**src/rtl/ibp_pkg.sv**
```systemverilog
// Shared definitions for the index bit packer: width mode codes,
// register indexes, port widths and default sizes. No dependencies.
`timescale 1ns / 1ps

package ibp_pkg;

  // width mode codes
  localparam logic [2:0] MODE_1BIT = 3'd0;
  localparam logic [2:0] MODE_2BIT = 3'd1;
  localparam logic [2:0] MODE_3BIT = 3'd2;
  localparam logic [2:0] MODE_4BIT = 3'd3;
  localparam logic [2:0] MODE_8BIT = 3'd4;

  // configuration register indexes
  localparam int CFG_IDX_W = 8;
  localparam logic [CFG_IDX_W-1:0] REG_WIDTH_MODE    = 8'd0;
  localparam logic [CFG_IDX_W-1:0] REG_VECTOR_LENGTH = 8'd1;

  // port widths
  localparam int CFG_DATA_W = 16;
  localparam int MODE_W     = 3;
  localparam int VLEN_W     = 13;
  localparam int INDEX_W    = 8;
  localparam int BYTE_W     = 8;
  localparam int WORD_W     = 32;

  // reset values and sizes
  localparam logic [MODE_W-1:0] MODE_RESET = MODE_8BIT;
  localparam logic [VLEN_W-1:0] VLEN_RESET = 13'd128;
  localparam int MAX_VECTOR_LENGTH_DEF = 4096;

endpackage

```
**src/rtl/index_bit_packer_top.sv**
```systemverilog
// Index bit packer top level: packs quantization indices into a byte stream.
// Depends on ibp_pkg for mode codes, register indexes and widths.
`timescale 1ns / 1ps

// Channel  Direction  Handshake            Payload
// in       input      in_valid / in_stall  in_index_value
// out      output     out_valid/out_stall  out_packed_byte, out_end_of_vector,
//                                          out_last_of_run
// cfg      input      cfg_valid/cfg_ready  cfg_index, cfg_data
//
// An accepted index is packed into the accumulator; a completed byte or
// word is loaded into the output word register at the same clock edge.
// The output register sends one byte a cycle while out_stall is low, so
// 3-bit mode gives four bytes per completed word and a new word may load
// as the last byte leaves. in_stall is high while the output register still
// holds bytes beyond the one leaving this cycle. Reset (synchronous) empties
// the packer and loads the register defaults; cfg_ready is always high.

module index_bit_packer_top #(
  parameter int MAX_VECTOR_LENGTH = ibp_pkg::MAX_VECTOR_LENGTH_DEF
) (
  input  logic                          clk,
  input  logic                          rst_n,
  // input channel
  input  logic                          in_valid,
  output logic                          in_stall,
  input  logic [ibp_pkg::INDEX_W-1:0]   in_index_value,
  // result channel
  output logic                          out_valid,
  input  logic                          out_stall,
  output logic [ibp_pkg::BYTE_W-1:0]    out_packed_byte,
  output logic                          out_end_of_vector,
  output logic                          out_last_of_run,
  // configuration port
  input  logic                          cfg_valid,
  output logic                          cfg_ready,
  input  logic [ibp_pkg::CFG_IDX_W-1:0] cfg_index,
  input  logic [ibp_pkg::CFG_DATA_W-1:0] cfg_data
);

  localparam int POS_W = $clog2(MAX_VECTOR_LENGTH + 1);
  localparam int LEN_W = (POS_W > ibp_pkg::VLEN_W) ? POS_W : ibp_pkg::VLEN_W;
  localparam logic [LEN_W-1:0] MaxLen = LEN_W'(MAX_VECTOR_LENGTH);

  // registers
  logic [ibp_pkg::MODE_W-1:0] mode_r;
  logic [ibp_pkg::VLEN_W-1:0] vlen_r;
  logic [ibp_pkg::WORD_W-1:0] acc_r, acc_nxt;
  logic [3:0]                 slot_r, slot_nxt;
  logic [POS_W-1:0]           pos_r, pos_nxt;
  logic [ibp_pkg::WORD_W-1:0] obuf_r;
  logic [2:0]                 ocnt_r;
  logic                       oeov_r;

  logic       cfg_we, in_fire, out_fire, can_load;
  logic [3:0] bits, slots, slot_inc;
  logic [2:0] nbytes;
  logic [7:0] mask;
  logic [4:0] shamt;
  logic [ibp_pkg::WORD_W-1:0] acc_sum;
  logic [LEN_W-1:0] eff_len, pos_inc;
  logic       vec_end, flush;

  // handshakes
  assign cfg_ready = 1'b1;
  assign cfg_we    = cfg_valid && ((cfg_index == ibp_pkg::REG_WIDTH_MODE) ||
                                   (cfg_index == ibp_pkg::REG_VECTOR_LENGTH));
  assign out_valid = (ocnt_r != 3'd0);
  assign out_fire  = out_valid && !out_stall;
  assign can_load  = (ocnt_r == 3'd0) || ((ocnt_r == 3'd1) && !out_stall);
  assign in_stall  = !can_load;
  assign in_fire   = in_valid && !in_stall;

  // decode width mode
  always_comb begin
    unique case (mode_r)
      ibp_pkg::MODE_1BIT: begin bits = 4'd1; slots = 4'd8;  nbytes = 3'd1; end
      ibp_pkg::MODE_2BIT: begin bits = 4'd2; slots = 4'd4;  nbytes = 3'd1; end
      ibp_pkg::MODE_3BIT: begin bits = 4'd3; slots = 4'd10; nbytes = 3'd4; end
      ibp_pkg::MODE_4BIT: begin bits = 4'd4; slots = 4'd2;  nbytes = 3'd1; end
      ibp_pkg::MODE_8BIT: begin bits = 4'd8; slots = 4'd1;  nbytes = 3'd1; end
      default:            begin bits = 4'd0; slots = 4'd1;  nbytes = 3'd1; end
    endcase
  end

  // insert the masked index at its slot
  always_comb begin
    mask     = 8'((9'd1 << bits) - 9'd1);
    shamt    = 5'(slot_r) * 5'(bits);
    acc_sum  = acc_r | (ibp_pkg::WORD_W'(in_index_value & mask) << shamt);
    slot_inc = slot_r + 4'd1;
  end

  // effective vector length: zero acts as one, saturate at the maximum
  always_comb begin
    eff_len = LEN_W'(vlen_r);
    if (eff_len == '0) begin
      eff_len = LEN_W'(1);
    end
    if (eff_len > MaxLen) begin
      eff_len = MaxLen;
    end
    pos_inc = LEN_W'(pos_r) + LEN_W'(1);
    vec_end = (pos_inc >= eff_len);
    flush   = (slot_inc == slots) || vec_end;
  end

  // next packing state
  always_comb begin
    acc_nxt  = flush ? '0 : acc_sum;
    slot_nxt = flush ? 4'd0 : slot_inc;
    pos_nxt  = vec_end ? '0 : pos_inc[POS_W-1:0];
  end

  // configuration and packing state
  always_ff @(posedge clk) begin
    if (!rst_n) begin
      mode_r <= ibp_pkg::MODE_RESET;
      vlen_r <= ibp_pkg::VLEN_RESET;
      acc_r  <= '0;
      slot_r <= 4'd0;
      pos_r  <= '0;
    end else if (cfg_we) begin
      if (cfg_index == ibp_pkg::REG_WIDTH_MODE) begin
        mode_r <= cfg_data[ibp_pkg::MODE_W-1:0];
      end else begin
        vlen_r <= cfg_data[ibp_pkg::VLEN_W-1:0];
      end
      acc_r  <= '0;
      slot_r <= 4'd0;
      pos_r  <= '0;
    end else if (in_fire) begin
      acc_r  <= acc_nxt;
      slot_r <= slot_nxt;
      pos_r  <= pos_nxt;
    end
  end

  // output word register: load a finished word, shift out one byte each time a byte is taken
  always_ff @(posedge clk) begin
    if (!rst_n) begin
      ocnt_r <= 3'd0;
    end else if (in_fire && flush) begin
      ocnt_r <= nbytes;
    end else if (out_fire) begin
      ocnt_r <= ocnt_r - 3'd1;
    end
  end

  always_ff @(posedge clk) begin
    if (in_fire && flush) begin
      obuf_r <= acc_sum;
      oeov_r <= vec_end;
    end else if (out_fire) begin
      obuf_r <= obuf_r >> ibp_pkg::BYTE_W;
    end
  end

  assign out_packed_byte   = obuf_r[ibp_pkg::BYTE_W-1:0];
  assign out_last_of_run   = (ocnt_r == 3'd1);
  assign out_end_of_vector = oeov_r && (ocnt_r == 3'd1);

  // checks
  a_load_only_when_free: assert property (@(posedge clk) disable iff (!rst_n)
    in_fire && flush |-> (ocnt_r == 3'd0) || ((ocnt_r == 3'd1) && out_fire))
    else $error("output word overwritten before drained");

  a_cfg_clears: assert property (@(posedge clk) disable iff (!rst_n)
    cfg_we |=> (slot_r == 4'd0) && (pos_r == '0) && (acc_r == '0))
    else $error("register write did not clear packing state");

  a_slot_below_slots: assert property (@(posedge clk) disable iff (!rst_n)
    in_fire && !cfg_we |=> (slot_r < 4'd10))
    else $error("slot count ran past a word");

endmodule

```
**config.mk**
```make
export PLATFORM = sky130hd
export DESIGN_NAME = index_bit_packer_top
export DESIGN_NICKNAME = d
export VERILOG_FILES = /design/src/rtl/ibp_pkg.sv /design/src/rtl/index_bit_packer_top.sv
export SDC_FILE = /design/constraint.sdc
export NUM_CORES = 1
export LEC_CHECK = 0
export ABC_AREA = 1
export BUFFER_PORTS_ARGS = -buffer_cell sky130_fd_sc_hd__buf_2
export CAP_MARGIN = 40
export CORE_UTILIZATION = 25
export CTS_BUF_LIST = sky130_fd_sc_hd__clkbuf_16
export CTS_CLUSTER_SIZE = 10
export DETAILED_ROUTE_END_ITERATION = 10
export PLACE_DENSITY = 0.5
export SLEW_MARGIN = 0
export SYNTH_ARGS = -nofsm -noshare
export SYNTH_HDL_FRONTEND = slang
export SYNTH_SLANG_ARGS = --single-unit
```
**constraint.sdc**
```tcl
create_clock -name clk -period 3.65 [get_ports clk]
set_input_delay 0.365 -clock clk [delete_from_list [all_inputs] [get_ports clk]]
set_output_delay 0.365 -clock clk [all_outputs]
set_load 0.1 [all_outputs]
```
After elaboration in Yosys (flattened, before gate mapping)
Index checks and enable logic that the tools add are counted.
Storage, ports and cells
  logic and storage cells: 60
  register bits after elaboration: 101
  output and inout port bits: 13
  input bits: 37
Cells by class
  $add $sub $neg: 4
  magnitude comparators: 2
  reductions and logical operators: 20
  shifts and indexed selects: 2
  mux-type cells: 12
  bitwise gates (word level): 4
  equality and inequality tests: 7
  multiply operators: 1
Operators by type and width (count)
  two-way mux 32 bit: 3
  two-way mux 13 bit: 3
  OR 32 bit: 1
  left shift 8 x 5 -> 32 bit: 1
  case mux 4 bit (5 select lines): 1
  case mux 4 bit (4 select lines): 1
  adder 13 x 1 -> 13 bit (second input constant): 1
  >= comparator 13 bit: 1
  > comparator 13 bit (second input constant): 1
  logical NOT 13 bit: 1
  two-way mux 3 bit: 3
  bitwise AND 8 bit: 1
  equality test 8 x 1 -> 1 bit (second input constant): 1
  logical NOT 8 bit: 1
  left shift 1 x 4 -> 8 bit (first input constant): 1
  subtractor 8 x 1 -> 8 bit (second input constant): 1
  equality test 3 x 1 -> 1 bit (second input constant): 2
  equality test 3 x 2 -> 1 bit (second input constant): 2
  logical AND 1 bit: 6
  logical NOT 3 bit: 2
  multiplier 4 x 4 -> 5 bit: 1
  adder 4 x 1 -> 4 bit (second input constant): 1
  equality test 4 bit: 1
  two-way mux 4 bit: 1
  9 further kinds: 14

Depth between registers and ports, before layout
  depth in word-level cells: 8
  depth in mapped cells: 25
  mapped depth without buffers: 25

Worst setup path before layout
OpenSTA, ideal clock, no wires.
  path kind: register to register
  start point: register ocnt_r[1]
  end point: register obuf_r[0] in the netlist's numbering (enable)
  period minus slack after synthesis: 3.882 ns
  required time: 3.261 ns
  data arrival time: 3.493 ns
  path slack: -0.232 ns
  cell stages (with the launch flop): 13
  buffers on the path: 2
  library setup time: 0.389 ns
  cells stage by stage: dfxtp_1 > inv_1 > ha_1 > inv_1 > nor2_1 > nand2_1 > nand2_1 > nand2_1 > clkinv_1 > nand2_2 > buf_6 > buf_6 > nand2_1
Between the ends
  longest elaborated chain between the ends: 6
  elaborated cells on any way between the ends: 9
  those cells by class: 1 x eq/ne; 8 x reduce/logical
Ends and longest elaborated chain
  start: declaration: line index_bit_packer_top.sv:52  | logic [2:0] ocnt_r;
  start signal: assignment: line index_bit_packer_top.sv:144  | ocnt_r <= nbytes;
  start signal: assignment: line index_bit_packer_top.sv:146  | ocnt_r <= ocnt_r - 3'd1;
  equality test 3 x 1 -> 1 bit
  via out_last_of_run: line index_bit_packer_top.sv:33  | output logic out_last_of_run,
  logical AND 1 bit: line index_bit_packer_top.sv:70  | assign can_load = (ocnt_r == 3'd0) || ((ocnt_r == 3'd1) && !out_stall);
  logical OR 1 bit: line index_bit_packer_top.sv:70
  logical AND 1 bit: line index_bit_packer_top.sv:72  | assign in_fire = in_valid && !in_stall;
  logical AND 1 bit: line index_bit_packer_top.sv:151  | if (in_fire && flush) begin
  nonzero test 2 bit (no line)
  end signal: assignment: line index_bit_packer_top.sv:152  | obuf_r <= acc_sum;
  end signal: assignment: line index_bit_packer_top.sv:155  | obuf_r <= obuf_r >> ibp_pkg::BYTE_W;
  end: declaration: line index_bit_packer_top.sv:51  | logic [ibp_pkg::WORD_W-1:0] obuf_r;
The timed path passes the listed nets, and every way through them passes these cells.
A chain may end at the register's enable or synchronous reset.

Worst setup path after layout
  start point: register mode_r[1] in the netlist's numbering
  end point: register obuf_r[21] in the netlist's numbering (data pin)
Between the ends
  longest elaborated chain between the ends: 8
  elaborated cells on any way between the ends: 17
  those cells by class: 1 x add/sub; 1 x mul; 5 x eq/ne; 2 x shift; 3 x mux; 2 x bitwise; 3 x reduce/logical
Ends and longest elaborated chain
  start: declaration: line index_bit_packer_top.sv:46  | logic [ibp_pkg::MODE_W-1:0] mode_r;
  start signal: assignment: line index_bit_packer_top.sv:118  | mode_r <= ibp_pkg::MODE_RESET;
  start signal: assignment: line index_bit_packer_top.sv:125  | mode_r <= cfg_data[ibp_pkg::MODE_W-1:0];
  parallel branches: the longest is 7 deep, another holds multiplier 4 x 4 -> 5 bit
  two-way mux 32 bit (*): line index_bit_packer_top.sv:151
Mark *: on every way between the ends.

==> impl_table.tex <==
\begin{tabular}{lr}
\hline
Metric & Value \\
\hline
\multicolumn{2}{l}{\textbf{Timing}} \\
Number of slew-limit violations in the final report & 0 \\
Worst-Margin Slew & 0.532 ns \\
Final hold violation count & 0 \\
Setup repair after global routing missed its margin & true \\
Final setup violation count & 0 \\
Final worst slack & 0.197 ns \\
Fin Clk Skew & 0.0128 ns \\
Peak clock frequency supported by timing & 290 MHz \\
Relative slew margins & 64.5\% \\
Minimum clock period after layout & 3.45 ns \\
Share of the clock period used by the worst path after layout & 94.6\% \\
\multicolumn{2}{l}{\textbf{Finish}} \\
Antenna cell count & 0 \\
Share of layout cells above drive strength 1 & 17.4\% \\
Final core utilization & 30.6\% \\
Number of nets in the layout & 948 \\
Number of cells in the finished layout apart from fillers & 1203 \\
Syn-to-layout area delta & 18.6\% \\
\multicolumn{2}{l}{\textbf{Floorplanning}} \\
Total die area & 0.0243 mm² \\
Die H & 156 µm \\
Area of the core region & 0.0229 mm² \\
Top-level port count & 50 \\
Width of the chip & 156 µm \\
Number of cell rows & 55 \\
Initial core utilization & 25.8\% \\
\multicolumn{2}{l}{\textbf{Status}} \\
Outcome & complete, no violations \\
\multicolumn{2}{l}{\textbf{Worst setup path}} \\
Start point of the critical path & mode\_r[1]\$\_SDFFE\_PN0P\_ \\
Family with the most delay on the worst path & adder cells \\
Crit path largest cell delay & 0.51 ns \\
Data arrival time of the worst path & 3.56 ns \\
WP buf/inv & 4 \\
Most numerous cell on the critical path & sky130\_fd\_sc\_hd\_\_nand2\_1 \\
Critical path, cell by cell & inv\_2, nand3\_2, nand2\_2, inv\_2, nor2\_4, fa\_1, inv\_2, fa\_1, fa\_2, nand2\_1, nand2\_1, nand2\_1, o211ai\_1, nand2\_1, nand2\_2, nand2\_8, clkinv\_8, a21oi\_2, nand2\_1, nand2\_1, nand2\_1 \\
Critical Path Sink Type & flip-flop \\
Slowest cell on the critical path & sky130\_fd\_sc\_hd\_\_fa\_1 \\
WS Path Type & flip-flop to flip-flop \\
R2R Path Start & mode\_r[1]\$\_SDFFE\_PN0P\_ \\
CP Launch Type & flip-flop \\
Maximum fanout along the worst path & 9 \\
WP data required & 3.75 ns \\
\multicolumn{2}{l}{\textbf{Clock network}} \\
Worst-case clock buffer depth & 2 \\
Num CTS Buffers & 9 \\
Number of H-tree levels & 3 \\
Buffer type at the clock tree root & sky130\_fd\_sc\_hd\_\_clkbuf\_16 \\
\# hold bufs at CTS & 0 \\
Clock-pin slew of the registers on the worst-case setup and hold paths & 0.07 ns \\
Sink count of the clock tree & 101 \\
Worst-skew pair later-pin latency & 0.35 ns \\
CTS tree & done \\
\multicolumn{2}{l}{\textbf{Min path}} \\
Min-Delay Startpoint & cfg\_data[7] \\
Worst min path class & input port to flip-flop \\
\multicolumn{2}{l}{\textbf{Drt}} \\
Initial DRT Pass Iterations & 5 \\
Post-route DRC & 0 \\
Initial detailed-routing violation count & 240 \\
Number of vias in the routed layout & 5157 \\
Antenna Nets Post-Route & 0 \\
DR WL/cell & 12.2 µm \\
Routed Wire Length & 14.6 mm \\
Via density per instance & 4.29 \\
\multicolumn{2}{l}{\textbf{Yosys}} \\
Synthesized netlist net count & 892 \\
Most used flip-flop cell after synthesis & sky130\_fd\_sc\_hd\_\_dfxtp\_1 \\
Most repeated cell in the gate-level netlist after synthesis & sky130\_fd\_sc\_hd\_\_nand2\_1 \\
Area share of the leading cell type in the synthesized netlist & 23.0\% \\
Number of enable flip-flop cells after synthesis & 33 \\
Share of async-settable or async-resettable flops after synthesis & 0\% \\
Commonest cells in the synthesized netlist & sky130\_fd\_sc\_hd\_\_nand2\_1 (268), sky130\_fd\_sc\_hd\_\_inv\_1 (85), sky130\_fd\_sc\_hd\_\_nor2\_1 (83) \\
Number of library cell types mapped by synthesis & 40 \\
Netlist area before placement & 0.00591 mm² \\
Post-synth top area cell & sky130\_fd\_sc\_hd\_\_dfxtp\_1 \\
Leading post-synthesis cells by cell area & sky130\_fd\_sc\_hd\_\_dfxtp\_1 (23\%), sky130\_fd\_sc\_hd\_\_nand2\_1 (17\%), sky130\_fd\_sc\_hd\_\_edfxtp\_1 (17\%), sky130\_fd\_sc\_hd\_\_inv\_1 (5.4\%), sky130\_fd\_sc\_hd\_\_nand3\_1 (5.3\%) \\
Average instance area after synthesis & 7.13 µm² \\
\#FFs+latches synth & 101 \\
Total of warnings raised by yosys & 0 \\
Gate count of the mapped netlist & 829 \\
Sequential area share after synthesis & 39.8\% \\
\multicolumn{2}{l}{\textbf{Placed design}} \\
RePlAce Congestion & 0.881 \\
Placement Setup Slack & -0.0164 ns \\
\# port buffers & 45 \\
Final HPWL DP & 10.7 mm \\
Placed insts & 1182 \\
\multicolumn{2}{l}{\textbf{Power}} \\
Pwr Density & 642 mW/mm² \\
Maximum resistive drop on vdd & 504 µV \\
Leakage dissipation & 3.16 nW \\
\multicolumn{2}{l}{\textbf{Global route}} \\
Via count of the first global-routing pass & 4887 \\
Remaining Overflow, GRT & 0 \\
Pin count of the biggest net entering global routing & 37 \\
Overall global routing resource usage & 12.8\% \\
Wire length of the first global-routing pass & 24.5 mm \\
Initial antenna violation count & 0 \\
\multicolumn{2}{l}{\textbf{Job}} \\
MaxCap Viol Count & 0 \\
\hline
\end{tabular}
==> power by group <==
group	total, W	switching [W]	internal [W]
Combinational	0.00195	0.00145	0.000503
Clock	0.000963	0.000453	0.000509
Sequential	0.00159	0.0000722	0.00152
==> per-stage QoR <==
| step | cell area, µm² | hold WS (ns) | setup TNS [ns] | power [W] |
|---|---|---|---|---|
| floorplan | 5920 | 0.441 | 0 | 0.00317 |
| finish | 7010 | 0.220 | 0 | 0.00450 |
| global placement | 6570 | 0.466 | 0 | 0.00357 |
| detailed placement | 6570 | 0.474 | -0.0325 | 0.00358 |
| global route | 7010 | 0.224 | -0.604 | 0.00482 |
| CTS | 6860 | 0.202 | -0.0531 | 0.00456 |
==> worst paths after layout <==
check                                              end  slack [ns]  cells after the start
worst max-delay path              obuf_r[21]$_DFFE_PP_        0.20                     21
worst min register to register  vlen_r[0]$_SDFFE_PN0P_        0.48                      2
worst max register to register    obuf_r[21]$_DFFE_PP_        0.20                     21
worst min-delay path            vlen_r[7]$_SDFFE_PN1P_        0.22                      3
==> sequential cells by signal, indices dropped and copies added (netlist names) <==
name	count
acc_r	32
mode_r	3
obuf_r	32
ocnt_r	3
oeov_r	1
pos_r	13
slot_r	4
vlen_r	13
==> worst min-delay path, stage by stage <==
cell and delay [ns]:
sky130_fd_sc_hd__buf_2 0.08, sky130_fd_sc_hd__nand2_1 0.04, sky130_fd_sc_hd__nand3_1 0.05
==> layout by cell type, fill, tap and decap left out, types with 3 or more instances in the layout <==
cell type and instances:
sky130_fd_sc_hd__nand2_1 261, sky130_fd_sc_hd__inv_1 82, sky130_fd_sc_hd__nor2_1 80, sky130_fd_sc_hd__dfxtp_1 65
sky130_fd_sc_hd__nand3_1 61, sky130_fd_sc_hd__buf_2 45, sky130_fd_sc_hd__buf_4 37, sky130_fd_sc_hd__a21oi_1 35
sky130_fd_sc_hd__edfxtp_1 33, sky130_fd_sc_hd__nand4_1 25, sky130_fd_sc_hd__o21ai_0 24, sky130_fd_sc_hd__ha_1 22
sky130_fd_sc_hd__xor2_1 13, sky130_fd_sc_hd__nand2_2 10, sky130_fd_sc_hd__a21oi_2 10, sky130_fd_sc_hd__clkbuf_16 10
sky130_fd_sc_hd__o211ai_1 7, sky130_fd_sc_hd__or2_2 6, sky130_fd_sc_hd__inv_2 5, sky130_fd_sc_hd__o21bai_1 5
sky130_fd_sc_hd__nor3_1 4, sky130_fd_sc_hd__nand3_2 4, sky130_fd_sc_hd__inv_6 4, sky130_fd_sc_hd__nor2_2 3
sky130_fd_sc_hd__inv_4 3, sky130_fd_sc_hd__nor4_1 3, sky130_fd_sc_hd__buf_6 3
==> cell families (layout without fill, tap and decap cells) <==
family,Yosys count,count (layout),synth area share [%]
AO/OA/AOI/OAI,90,90,9.05
XOR/XNOR,15,15,2.22
adder cells (fa/ha/maj),26,26,5.88
buffers and inverters,132,193,10.0
flip-flops,101,101,39.8
other,1,1,0.0634
AND/OR/NAND/NOR,464,464,33.0
==> area by class of cell <==
type / count / area (µm²)
clock buffers: 10 / 250
clock inverters: 6 / 41.3
fillers: 2499 / 15900
inverters: 90 / 355
multi-input cells: 596 / 3050
flip-flops and latches: 101 / 2360
well taps: 313 / 392
repair buffers: 86 / 557
repair inverters: 1 / 8.76
==> layer usage <==
metal / track usage [%] / share of wire, % / up-vias
li1: - / - / 2778
met1: 17.4 / 51 / 2296
met5: 0 / 0 / -
met4: 3.83 / 1.2 / 0
met3: 2.22 / 2.7 / 11
met2: 20.7 / 45 / 72
==> what timing repair did <==
item                                    CTS  global route
cloned                                    0             1
gates resized for setup                   0            37
pin swaps                                 0            13
endpoints found under the setup margin    4            64
buffers inserted                          0             4
endpoints found under the hold margin     0             0
Power figures use the tool's default switching activity.
